$ cat config.mk
export PLATFORM = sky130hd
export DESIGN_NAME = psgl_ctrl
export DESIGN_NICKNAME = d
export VERILOG_FILES = /design/src/rtl/psgl_pkg.sv /design/src/rtl/psgl_ctrl.sv
export SDC_FILE = /design/constraint.sdc
export NUM_CORES = 1
export LEC_CHECK = 0
export ABC_AREA = 1
export BUFFER_PORTS_ARGS = -buffer_cell sky130_fd_sc_hd__clkbuf_2
export CAP_MARGIN = 20
export CORE_AREA = 2 2 101 78
export DETAILED_ROUTE_END_ITERATION = 8
export DIE_AREA = 0 0 103 80
export SLEW_MARGIN = 20
export SYNTH_ARGS = -nofsm -noshare
export SYNTH_HDL_FRONTEND = slang
export SYNTH_SLANG_ARGS = --single-unit
export TNS_END_PERCENT = 50
$ cat constraint.sdc
create_clock -name clk -period 2.4 [get_ports clk]
set_input_delay 0.72 -clock clk [delete_from_list [all_inputs] [get_ports clk]]
set_output_delay 0.72 -clock clk [all_outputs]
set_load 0.02 [all_outputs]
$ cat src/rtl/psgl_pkg.sv
// Package for the profile smoothing and grade limiting unit.
// Holds field types, fixed widths, controller states and the command/status bundles.
// No dependencies.
package psgl_pkg;

  localparam int HEIGHT_W = 32;
  localparam int POS_W    = 32;
  localparam int GRADE_W  = 20;
  localparam int PROD_W   = GRADE_W + POS_W;
  localparam int LIM_W    = PROD_W - 16;
  localparam int CMP_W    = LIM_W + 2;

  localparam logic [GRADE_W-1:0] GRADE_RESET = 20'd6554;
  localparam int MIN_SAMPLES = 3;

  typedef logic signed [HEIGHT_W-1:0] height_t;
  typedef logic [POS_W-1:0]           pos_t;
  typedef logic [GRADE_W-1:0]         grade_t;
  typedef logic [LIM_W-1:0]           lim_t;

  typedef enum logic [4:0] {
    ST_LOAD,
    ST_CHECK,
    ST_SM_RD0,
    ST_SM_RD1,
    ST_SM_LD,
    ST_SM_RD,
    ST_SM_WR,
    ST_CL_RD0,
    ST_CL_REF,
    ST_CL_RD,
    ST_CL_SP,
    ST_CL_MUL,
    ST_CL_WR,
    ST_CL_END,
    ST_EM_RD,
    ST_EM_LD,
    ST_EM_WAIT
  } state_t;

  typedef struct packed {
    logic ld_wr;
    logic sm_wr;
    logic cl_wr;
    logic ld_prev;
    logic ld_cur;
    logic ld_ref;
    logic ld_sp;
    logic backward;
    logic ld_lim;
    logic clr_changed;
    logic out_load;
    logic out_eop;
    logic out_ovf;
  } cmd_t;

  typedef struct packed {
    logic grade_zero;
    logic changed;
    logic out_taken;
  } stat_t;

endpackage

$ cat src/rtl/psgl_ctrl.sv
// Controller for the profile unit: load, smoothing, clamp sweeps and emission sequencing.
// Owns sample count, drop flag and loop counters; drives the datapath through psgl_pkg::cmd_t.
// Depends on psgl_pkg.
module psgl_ctrl #(
  parameter int MAX_SAMPLES   = 64,
  parameter int MAX_ROUNDS    = 128,
  parameter int SMOOTH_PASSES = 2,
  parameter int AW            = 6
) (
  input  logic            clk,
  input  logic            rst_n,
  input  logic            in_valid,
  input  logic            in_last,
  output logic            in_stall,
  input  psgl_pkg::stat_t stat,
  output psgl_pkg::cmd_t  cmd,
  output logic [AW-1:0]   addr
);

  localparam int CW  = $clog2(MAX_SAMPLES + 1);
  localparam int PSW = $clog2(SMOOTH_PASSES + 2);
  localparam int RW  = $clog2(MAX_ROUNDS + 1);

  psgl_pkg::state_t state_r, state_nxt;
  logic [CW-1:0]  idx_r, idx_nxt;
  logic [CW-1:0]  count_r, count_nxt;
  logic           dropped_r, dropped_nxt;
  logic [PSW-1:0] pass_r, pass_nxt;
  logic [RW-1:0]  round_r, round_nxt;
  logic           dir_r, dir_nxt;

  logic          in_acc;
  logic          has_room;
  logic [CW-1:0] count_m1;
  logic [CW-1:0] count_m2;
  logic [CW-1:0] idx_p1;

  assign in_acc   = in_valid && (state_r == psgl_pkg::ST_LOAD);
  assign has_room = count_r < CW'(MAX_SAMPLES);
  assign count_m1 = count_r - CW'(1);
  assign count_m2 = count_r - CW'(2);
  assign idx_p1   = idx_r + CW'(1);

  always_ff @(posedge clk) begin
    if (!rst_n) begin
      state_r   <= psgl_pkg::ST_LOAD;
      idx_r     <= '0;
      count_r   <= '0;
      dropped_r <= 1'b0;
      pass_r    <= '0;
      round_r   <= '0;
      dir_r     <= 1'b0;
    end else begin
      state_r   <= state_nxt;
      idx_r     <= idx_nxt;
      count_r   <= count_nxt;
      dropped_r <= dropped_nxt;
      pass_r    <= pass_nxt;
      round_r   <= round_nxt;
      dir_r     <= dir_nxt;
    end
  end

  always_comb begin
    state_nxt   = state_r;
    idx_nxt     = idx_r;
    count_nxt   = count_r;
    dropped_nxt = dropped_r;
    pass_nxt    = pass_r;
    round_nxt   = round_r;
    dir_nxt     = dir_r;
    unique case (state_r)
      psgl_pkg::ST_LOAD: begin
        if (in_acc) begin
          if (has_room) begin
            count_nxt = count_r + CW'(1);
          end else begin
            dropped_nxt = 1'b1;
          end
          if (in_last) begin
            state_nxt = psgl_pkg::ST_CHECK;
          end
        end
      end
      psgl_pkg::ST_CHECK: begin
        idx_nxt = '0;
        if (count_r < CW'(psgl_pkg::MIN_SAMPLES) || stat.grade_zero) begin
          state_nxt = psgl_pkg::ST_EM_RD;
        end else if (SMOOTH_PASSES > 0) begin
          pass_nxt  = '0;
          state_nxt = psgl_pkg::ST_SM_RD0;
        end else begin
          state_nxt = psgl_pkg::ST_CL_RD0;
        end
      end
      psgl_pkg::ST_SM_RD0: state_nxt = psgl_pkg::ST_SM_RD1;
      psgl_pkg::ST_SM_RD1: state_nxt = psgl_pkg::ST_SM_LD;
      psgl_pkg::ST_SM_LD: begin
        idx_nxt   = CW'(1);
        state_nxt = psgl_pkg::ST_SM_RD;
      end
      psgl_pkg::ST_SM_RD: state_nxt = psgl_pkg::ST_SM_WR;
      psgl_pkg::ST_SM_WR: begin
        if (idx_r == count_m2) begin
          if (pass_r == PSW'(SMOOTH_PASSES - 1)) begin
            state_nxt = psgl_pkg::ST_CL_RD0;
          end else begin
            pass_nxt  = pass_r + PSW'(1);
            state_nxt = psgl_pkg::ST_SM_RD0;
          end
        end else begin
          idx_nxt   = idx_p1;
          state_nxt = psgl_pkg::ST_SM_RD;
        end
      end
      psgl_pkg::ST_CL_RD0: begin
        round_nxt = '0;
        dir_nxt   = 1'b0;
        state_nxt = psgl_pkg::ST_CL_REF;
      end
      psgl_pkg::ST_CL_REF: begin
        idx_nxt   = CW'(1);
        state_nxt = psgl_pkg::ST_CL_RD;
      end
      psgl_pkg::ST_CL_RD:  state_nxt = psgl_pkg::ST_CL_SP;
      psgl_pkg::ST_CL_SP:  state_nxt = psgl_pkg::ST_CL_MUL;
      psgl_pkg::ST_CL_MUL: state_nxt = psgl_pkg::ST_CL_WR;
      psgl_pkg::ST_CL_WR: begin
        if (!dir_r) begin
          if (idx_r == count_m1) begin
            dir_nxt = 1'b1;
            idx_nxt = count_m2;
          end else begin
            idx_nxt = idx_p1;
          end
          state_nxt = psgl_pkg::ST_CL_RD;
        end else if (idx_r == '0) begin
          state_nxt = psgl_pkg::ST_CL_END;
        end else begin
          idx_nxt   = idx_r - CW'(1);
          state_nxt = psgl_pkg::ST_CL_RD;
        end
      end
      psgl_pkg::ST_CL_END: begin
        if (!stat.changed || round_r == RW'(MAX_ROUNDS - 1)) begin
          idx_nxt   = '0;
          state_nxt = psgl_pkg::ST_EM_RD;
        end else begin
          round_nxt = round_r + RW'(1);
          dir_nxt   = 1'b0;
          idx_nxt   = CW'(1);
          state_nxt = psgl_pkg::ST_CL_RD;
        end
      end
      psgl_pkg::ST_EM_RD: state_nxt = psgl_pkg::ST_EM_LD;
      psgl_pkg::ST_EM_LD: state_nxt = psgl_pkg::ST_EM_WAIT;
      psgl_pkg::ST_EM_WAIT: begin
        if (stat.out_taken) begin
          if (idx_r == count_m1) begin
            count_nxt   = '0;
            dropped_nxt = 1'b0;
            state_nxt   = psgl_pkg::ST_LOAD;
          end else begin
            idx_nxt   = idx_p1;
            state_nxt = psgl_pkg::ST_EM_RD;
          end
        end
      end
      default: state_nxt = psgl_pkg::ST_LOAD;
    endcase
  end

  always_comb begin
    cmd          = '0;
    cmd.backward = dir_r;
    addr         = idx_r[AW-1:0];
    in_stall     = (state_r != psgl_pkg::ST_LOAD);
    unique case (state_r)
      psgl_pkg::ST_LOAD: begin
        addr       = count_r[AW-1:0];
        cmd.ld_wr  = in_acc && has_room;
      end
      psgl_pkg::ST_SM_RD0: addr = '0;
      psgl_pkg::ST_SM_RD1: begin
        addr        = AW'(1);
        cmd.ld_prev = 1'b1;
      end
      psgl_pkg::ST_SM_LD:  cmd.ld_cur = 1'b1;
      psgl_pkg::ST_SM_RD:  addr = idx_p1[AW-1:0];
      psgl_pkg::ST_SM_WR:  cmd.sm_wr = 1'b1;
      psgl_pkg::ST_CL_RD0: begin
        addr            = '0;
        cmd.clr_changed = 1'b1;
      end
      psgl_pkg::ST_CL_REF: cmd.ld_ref = 1'b1;
      psgl_pkg::ST_CL_SP:  cmd.ld_sp = 1'b1;
      psgl_pkg::ST_CL_MUL: cmd.ld_lim = 1'b1;
      psgl_pkg::ST_CL_WR:  cmd.cl_wr = 1'b1;
      psgl_pkg::ST_CL_END: cmd.clr_changed = 1'b1;
      psgl_pkg::ST_EM_LD: begin
        cmd.out_load = 1'b1;
        cmd.out_eop  = (idx_r == count_m1);
        cmd.out_ovf  = dropped_r;
      end
      default: ;
    endcase
  end

endmodule

== Word-level counts from Yosys, hierarchy flattened ==
Cells that the tools add are included.

* Register bits after elaboration: 31
* Word-level logic and storage cells: 122
* Input port bits: 7
* Output and inout port bits: 20

* Equal/unequal tests: 33
* Order comparisons: 2
* Multiplexer cells: 50
* $add $sub $neg: 7
* Reductions and logical operators: 23

{| class="wikitable"
|+ Operators with widths
! cell !! number
|-
| 5-bit case mux with 17 select lines || 1
|-
| 7-bit 2-to-1 mux || 10
|-
| 7-bit case mux with 6 select lines || 1
|-
| 5-bit by 4-bit == test with 1-bit output, second input constant || 8
|-
| 2-bit != test, second input constant || 12
|-
| 6-bit case mux with 4 select lines || 1
|-
| 5-bit by 3-bit == test with 1-bit output, second input constant || 4
|-
| 5-bit 2-to-1 mux || 4
|-
| 1-bit 2-to-1 mux || 17
|-
| 8-bit case mux with 2 select lines || 1
|-
| 3-bit 2-to-1 mux || 5
|-
| 5-bit AND reduction || 3
|-
| 7-bit by 1-bit adder with 7-bit output, second input constant || 2
|-
| 7-bit == test || 2
|-
| 7-bit case mux with 2 select lines || 1
|-
| 7-bit by 1-bit subtractor with 7-bit output, second input constant || 2
|-
| 5-bit by 2-bit == test with 1-bit output, second input constant || 2
|-
| 8-bit by 1-bit adder with 8-bit output, second input constant || 1
|-
| 8-bit by 7-bit == test with 1-bit output, second input constant || 1
|-
| 4-bit 2-to-1 mux || 2
|-
| 8-bit 2-to-1 mux || 1
|-
| 7-bit logical NOT || 1
|-
| 7-bit by 2-bit < comparator with 1-bit output, second input constant || 1
|-
| 7-bit < comparator, second input constant || 1
|-
| 22 further kinds || 31
|}

== Depth between registers and ports, before layout ==
Gate-level depths: netlist of the first run.

* Depth in word-level cells: 5
* Depth in mapped cells: 15

== Least setup slack after synthesis of the first run ==
No wires, ideal clock.

* Kind: register to output
* Start: register count_r[1]
* End: output cmd[1] (netlist name)
* Buffers on the path: 0
* Data arrival time: 1,794 ps
* Setup slack: -114 ps
* Cell stages (with the launch flop): 11
* Path through: dfxtp_1 inv_1 ha_1 inv_1 nand2_1 nand2_1 nor2_2 nand3_2 nor2_4 nand3_4 nor2_1

{| class="wikitable"
|+ RTL lines
! element !! RTL line !! RTL
|-
| start, declared || psgl_ctrl.sv:26 || <nowiki>logic [CW-1:0] count_r, count_nxt;</nowiki>
|-
| start signal, assigned || psgl_ctrl.sv:56 || <nowiki>count_r <= count_nxt;</nowiki>
|-
| end, declared || psgl_ctrl.sv:16 || <nowiki>output psgl_pkg::cmd_t cmd,</nowiki>
|}

==> results of run 1 <==
cells in the mapped netlist (2+ instances only):
cell      instances  share of area (%)
nand2_1         123                 17
inv_1            56                7.6
nor2_1           47                6.4
nand3_1          38                6.9
a21oi_1          37                6.7
dfxtp_1          31                 22
nor3_1           16                2.9
nand4_1          15                3.4
xor2_1           14                4.4
ha_1             11                5.0
o21ai_0           9                1.6
inv_2             6               0.81
nor2_2            6                1.4
nand2_2           5                1.1
nor2_4            5                2.0
o211ai_1          4                1.1
o21ai_1           4               0.72
buf_2             3               0.54
clkbuf_1          3               0.41
clkinv_1          3               0.41
nand3_2           3                1.1
nand3_4           2                1.3
nor4_1            2               0.45
o221ai_1          2               0.63
repair_timing:
item                                    4_1_cts  5_1_grt
endpoints found under the setup margin        5       19
pin swaps                                     3        8
buffers inserted                              1        2
cloned                                        0        0
gates resized for setup                      13       38
cells by family after synthesis:
group                    Yosys count
AO/OA/AOI/OAI                     64
flip-flops                        31
AND/OR/NAND/NOR                  266
XOR/XNOR                          15
adder cells (fa/ha/maj)           11
buffers and inverters             73
through the flow:
step,power [mW],worst slack [ns]
6_report,1.82,-0.0738
5_1_grt,1.96,-0.172
4_1_cts,1.75,-0.0924
3_5_place_dp,1.30,0.0504
3_3_place_gp,1.30,0.152
2_1_floorplan,1.08,0.0202
where the power goes:
| part | total (mW) | switching (mW) | internal, mW |
|---|---|---|---|
| clock network | 0.422 | 0.221 | 0.202 |
| registers | 0.565 | 0.0242 | 0.541 |
| logic | 0.837 | 0.512 | 0.325 |
metal layers:
| layer | share of wire (%) | vias to the layer above |
|---|---|---|
| li1 | - | 1602 |
| met1 | 50 | 1486 |
| met2 | 42 | 109 |
| met3 | 6.9 | 11 |
| met4 | 0.91 | 0 |
| met5 | 0 | - |
worst paths after layout:
path                                  end  cells after the start  slack, ns
worst max-delay path               cmd[1]                      8      -0.07
worst max register to register   idx_r[4]                     17       0.19
worst min-delay path            pass_r[1]                      2       0.46
worst min register to register  pass_r[1]                      2       0.46
tightest hold or removal path: stages (launching register included):
cell and delay, ns:
dfxtp_1 0.30, inv_1 0.06, a21oi_1 0.06
state kept, by name (all words and copies together), names as in the netlist:
signal and cells:
pass_r 2, dir_r 1, count_r 7, dropped_r 1
idx_r 7, state_r 5, round_r 8
layout make-up:
type / count / area [um^2] / share of cell area, %
tap: 101 / 126 / 3.69
inverter: 65 / 246 / 7.20
sequential: 31 / 637 / 18.6
timing repair buffer: 51 / 348 / 10.2
multi-input combinational: 356 / 1980 / 57.8
clock inverter: 3 / 20.0 / 0.585
clock buffer: 5 / 68.8 / 2.01
==> flow_summary.json, run 1 <==
{
  "status": "complete, but fails checks",
  "violations": "setup timing",
  "grt_antenna_before_repair": 0,
  "setup_slack_ns": -0.0738,
  "synthFlopType": "dfxtp_1",
  "drive_gt1_share_pct": 23.5,
  "cts_tree": "done",
  "clk_latency_ns": 0.29,
  "path_cells": "inv_2, ha_2, nand3_4, xnor2_4, nor2_4, nand3_4, nor2_4, buf_8",
  "synth_area_um2": 2770,
  "crit_path_start": "count_r[2]",
  "hp-class": "register to register",
  "worstSetupPathType": "register to output port",
  "drc_errors": 0,
  "htree_levels": 2,
  "grtUsageMet3_pct": 4.03,
  "critPathArrivalTime_ns": 1.75,
  "final_common_cell": "nand2_1",
  "worstMarginPinSlew_ns": 0.527,
  "avgSynthCellArea_um2": 6.02,
  "setup-tns-final_ns": -0.0738,
  "grt_pass1_vias": 2956,
  "overflow": 0,
  "synth_edf_count": 0,
  "synthArstFlopShare_pct": 0,
  "critical-path-max-stage-delay_ns": 0.33,
  "setup_violations": 1,
  "end_kind": "output port",
  "synthSimpleGateAreaFrac_pct": 44.6,
  "placed_area_um2": 3170,
  "max_freq_ghz": 0.404,
  "path_clk_slew_ns": 0.08,
  "p_leak_nw": 1.60,
  "top_usage_layer": "met1",
  "die_w_um": 103,
  "drt_pass1_iterations": 5,
  "cts_made_buffers": 5,
  "post-route-util_pct": 47.4,
  "synthMuxAreaShare_pct": 0,
  "cts_root_buf": "clkbuf_8",
  "grt_start_max_net_pins": 16,
  "slowest_stage": "dfxtp_2",
  "holdCritStartpoint": "pass_r[1]",
  "instances_no_fill": 612,
  "worstReg2RegStart": "count_r[1]",
  "synth_xor_area_share_pct": 4.74,
  "wirelength_mm": 8.80,
  "finalCritPeriodShare_pct": 103,
  "via_count": 3208,
  "grtUsageMet1_pct": 34.3,
  "place_congestion": 1.03,
  "row_count": 27,
  "final_area_um2": 3420,
  "ys_seq_elements": 31,
  "grt_first_pass_wirelength_mm": 14.5,
  "synth_cell_types": 39,
  "cap_viol_max_count": 0,
  "crit_path_start_kind": "register",
  "rsz0062_at_grt": "true",
  "grtUsageMet2_pct": 32.5,
  "crit_buf_inv": 2,
  "core-area_um2": 7230,
  "clockBufferDepth": 2,
  "dp_hpwl_mm": 6.85,
  "ctsHoldBuffers": 0,
  "cp_max_fo": 6,
  "fill_cells": 762,
  "synth_top_family_by_area": "simple AND/OR/NAND/NOR gates",
  "seq_area_frac_synth_pct": 22.4,
  "final_max_slew_viol_count": 0,
  "max-slew-margin-rel_pct": 64.9,
  "fin_hold_ws_ns": 0.463,
  "pin_count": 27,
  "drt_iter0_markers": 266,
  "vias_per_cell": 5.24,
  "initial_core_util_pct": 38.3,
  "syn_nets": 478,
  "ir_drop_uv": 251,
  "n_antenna_cell": 0,
  "die_h_um": 80,
  "grtUsageTotal_pct": 22.4,
  "clock_sinks": 31,
  "placed_cells": 601,
  "port_buffers": 26,
  "finClkSkew_ns": 0.0107,
  "synthToLayoutAreaGrowth_pct": 23.7,
  "fin_crit_ns": 2.47,
  "yosys_warnings": 0,
  "finalHoldViolCount": 0,
  "synth_adder_area_share_pct": 4.97,
  "synthCells": 460,
  "die_area_um2": 8240,
  "final_cell_mix": "nand2_1 (120), inv_1 (51), nor2_1 (42)",
  "ant_nets": 0,
  "synth_compound_area_share_pct": 13.0,
  "p_per_area_nw_per_um2": 533,
  "critPathTopFamily": "simple AND/OR/NAND/NOR gates",
  "nets": 528,
  "critPathRequiredTime_ns": 1.68,
  "wl_per_cell_um": 14.4
}
Power figures use the tool's default switching activity.
==> run 2, diff against run 1 <==
Settings changed: SKIP_CTS_REPAIR_TIMING set to 1.
Clock period 2.4 ns to 2.9 ns, I/O delays scaled along.
==> run 2 against run 1 <==
The flow now finishes without violations. Non-clock buffer count fell by 7. Register-to-register slack improved by 0.19 ns. Die area did not move. Worst hold slack got worse by 0.0068 ns. Sequential power fell by 17%. Critical path depth rose by 1. Global-route usage fell by 0.24 points. First-iteration DRC count fell by 3.0%. Sequential share of layout area rose by 0.72 points. Critical path type unchanged. Largest cell class unchanged.
==> flow_summary.json, run 2 (synthesis gave the netlist of run 1 again) <==
{
  "top_regs": "round_r: 8 flops, count_r: 7 flops, idx_r: 7 flops",
  "p_per_area_nw_per_um2": 438,
  "critPathRequiredTime_ns": 2.03,
  "fill_cells": 827,
  "path_clk_slew_ns": 0.06,
  "crit_buf_inv": 2,
  "p_leak_nw": 1.55,
  "slowest_stage": "dfxtp_1",
  "largest_reg_flops": 8,
  "clkPwrFrac_pct": 23.1,
  "swShare_pct": 40.9,
  "cap_viol_max_count": 0,
  "status": "finished, final reports clean",
  "wl_per_cell_um": 14.2,
  "final_cell_mix": "nand2_1 (123), inv_1 (55), nor2_1 (46)",
  "final_common_cell": "nand2_1",
  "cts_tree": "done",
  "die_w_um": 103,
  "cp_max_fo": 8,
  "synthToLayoutAreaGrowth_pct": 16.7,
  "setup_violations": 0,
  "row_count": 27,
  "clockBufferDepth": 2,
  "rsz0062_at_grt": "true",
  "critical-path-max-stage-delay_ns": 0.57,
  "critPathTopFamily": "simple AND/OR/NAND/NOR gates",
  "die_h_um": 80,
  "clock_sinks": 31,
  "final_area_um2": 3230,
  "cts_made_buffers": 5,
  "drt_pass1_iterations": 5,
  "grt_first_pass_wirelength_mm": 14.2,
  "critPathMostFrequentCell": "nand2_1",
  "p_seq_share_pct": 33.1,
  "dp_slack_ns": 0.0952,
  "grt_start_max_net_pins": 16,
  "placed_area_um2": 3060,
  "core-area_um2": 7230,
  "crit_path_start": "idx_r[1]",
  "cp_num_cells": 9,
  "die_area_um2": 8240,
  "ir_drop_uv": 228,
  "via_count": 3179,
  "p_int_uw": 837,
  "worstMarginPinSlew_ns": 0.526,
  "n_antenna_cell": 0,
  "worstSetupPathType": "register to output port",
  "comb_power_share_pct": 43.8,
  "grt_pass1_vias": 2921,
  "r2r-end": "idx_r[6]",
  "finClkSkew_ns": 0.00878,
  "grtUsageTotal_pct": 22.2,
  "finalHoldViolCount": 0,
  "htree_levels": 2,
  "crit_path_end": "cmd[1]",
  "ant_nets": 0,
  "crit_path_start_kind": "register",
  "initial_core_util_pct": 38.3,
  "place_congestion": 0.981,
  "path_cells": "inv_1, nand2_1, nand2_1, nor2_2, nand3_2, nor2_4, nand3_4, nor2_1, buf_4",
  "fin_crit_ns": 2.82,
  "final_max_slew_viol_count": 0,
  "drt_iter0_markers": 258,
  "regMostFlops": "round_r",
  "drc_errors": 0,
  "worstReg2RegStart": "idx_r[1]",
  "port_buffers": 26,
  "drive_gt1_share_pct": 16.7,
  "max_freq_ghz": 0.354,
  "reg2reg_slack_ns": 0.38,
  "nets": 521,
  "cts_root_buf": "clkbuf_8",
  "max-slew-margin-rel_pct": 64.9,
  "grt_antenna_before_repair": 0,
  "clk_latency_ns": 0.29,
  "fin_hold_ws_ns": 0.456,
  "finalCritPeriodShare_pct": 97.4,
  "wirelength_mm": 8.62,
  "p_sw_uw": 580,
  "overflow": 0,
  "critPathArrivalTime_ns": 1.95,
  "vias_per_cell": 5.25,
  "pin_count": 27,
  "hp-class": "register to register",
  "dp_hpwl_mm": 6.76,
  "worst-r2r-cell-count": 15,
  "setup_slack_ns": 0.0750,
  "end_kind": "output port"
}
-- run 2: power groups by stage --
stage               Sequential [mW]  Combinational (mW)  Clock [mW]
floorplan                     0.476               0.416           0
global placement              0.473               0.537           0
detailed placement            0.475               0.548           0
CTS                           0.465               0.550       0.341
global route                  0.471               0.684       0.359
finish                        0.469               0.620       0.328
-- run 2: stage by stage --
stage	power, mW	instances	util [%]	setup TNS (ns)
2_1_floorplan	0.892	460	-	0
5_1_grt	1.51	605	44.7	-0.0351
4_1_cts	1.36	597	43.5	-0.214
6_report	1.42	605	44.7	0
3_5_place_dp	1.02	589	42.4	0
3_3_place_gp	1.01	589	42.4	0
-- run 2: cell type report --
cell class                 count  area (um^2)  area share [%]
clock inverter                 1         5.00           0.155
tap                          101          126            3.91
timing repair buffer          44          268            8.28
inverter                      65          244            7.55
sequential                    31          624            19.3
clock buffer                   7         76.3            2.36
multi-input combinational    356         1890            58.4
-- run 2: worst reg2reg max path: stages (launching register included) --
cell,delay [ns]
dfxtp_1,0.57
inv_1,0.24
nand2_1,0.10
nand2_1,0.07
nor2_2,0.09
nand3_2,0.09
nor2_4,0.17
buf_4,0.15
buf_4,0.12
nand2_1,0.06
nor2_2,0.19
nand2_1,0.11
nand3_2,0.20
nor2_4,0.08
nand2_1,0.09
a21oi_1,0.06
-- run 2: layer usage --
metal | vias up | GRT usage (%) | share of wire [%]
met5 | - | 0 | 0
li1 | 1590 | - | -
met3 | 13 | 3.59 | 6.7
met2 | 110 | 32.2 | 41
met4 | 0 | 6.45 | 1.3
met1 | 1466 | 33.2 | 51
-- run 2: worst min path at each step --
stage               startpoint         to  cells past startpoint
global placement     pass_r[1]  pass_r[1]                      2
global route         pass_r[1]  pass_r[1]                      2
floorplan            pass_r[1]  pass_r[1]                      2
finish               pass_r[1]  pass_r[1]                      2
CTS                  pass_r[1]  pass_r[1]                      2
detailed placement   pass_r[1]  pass_r[1]                      2
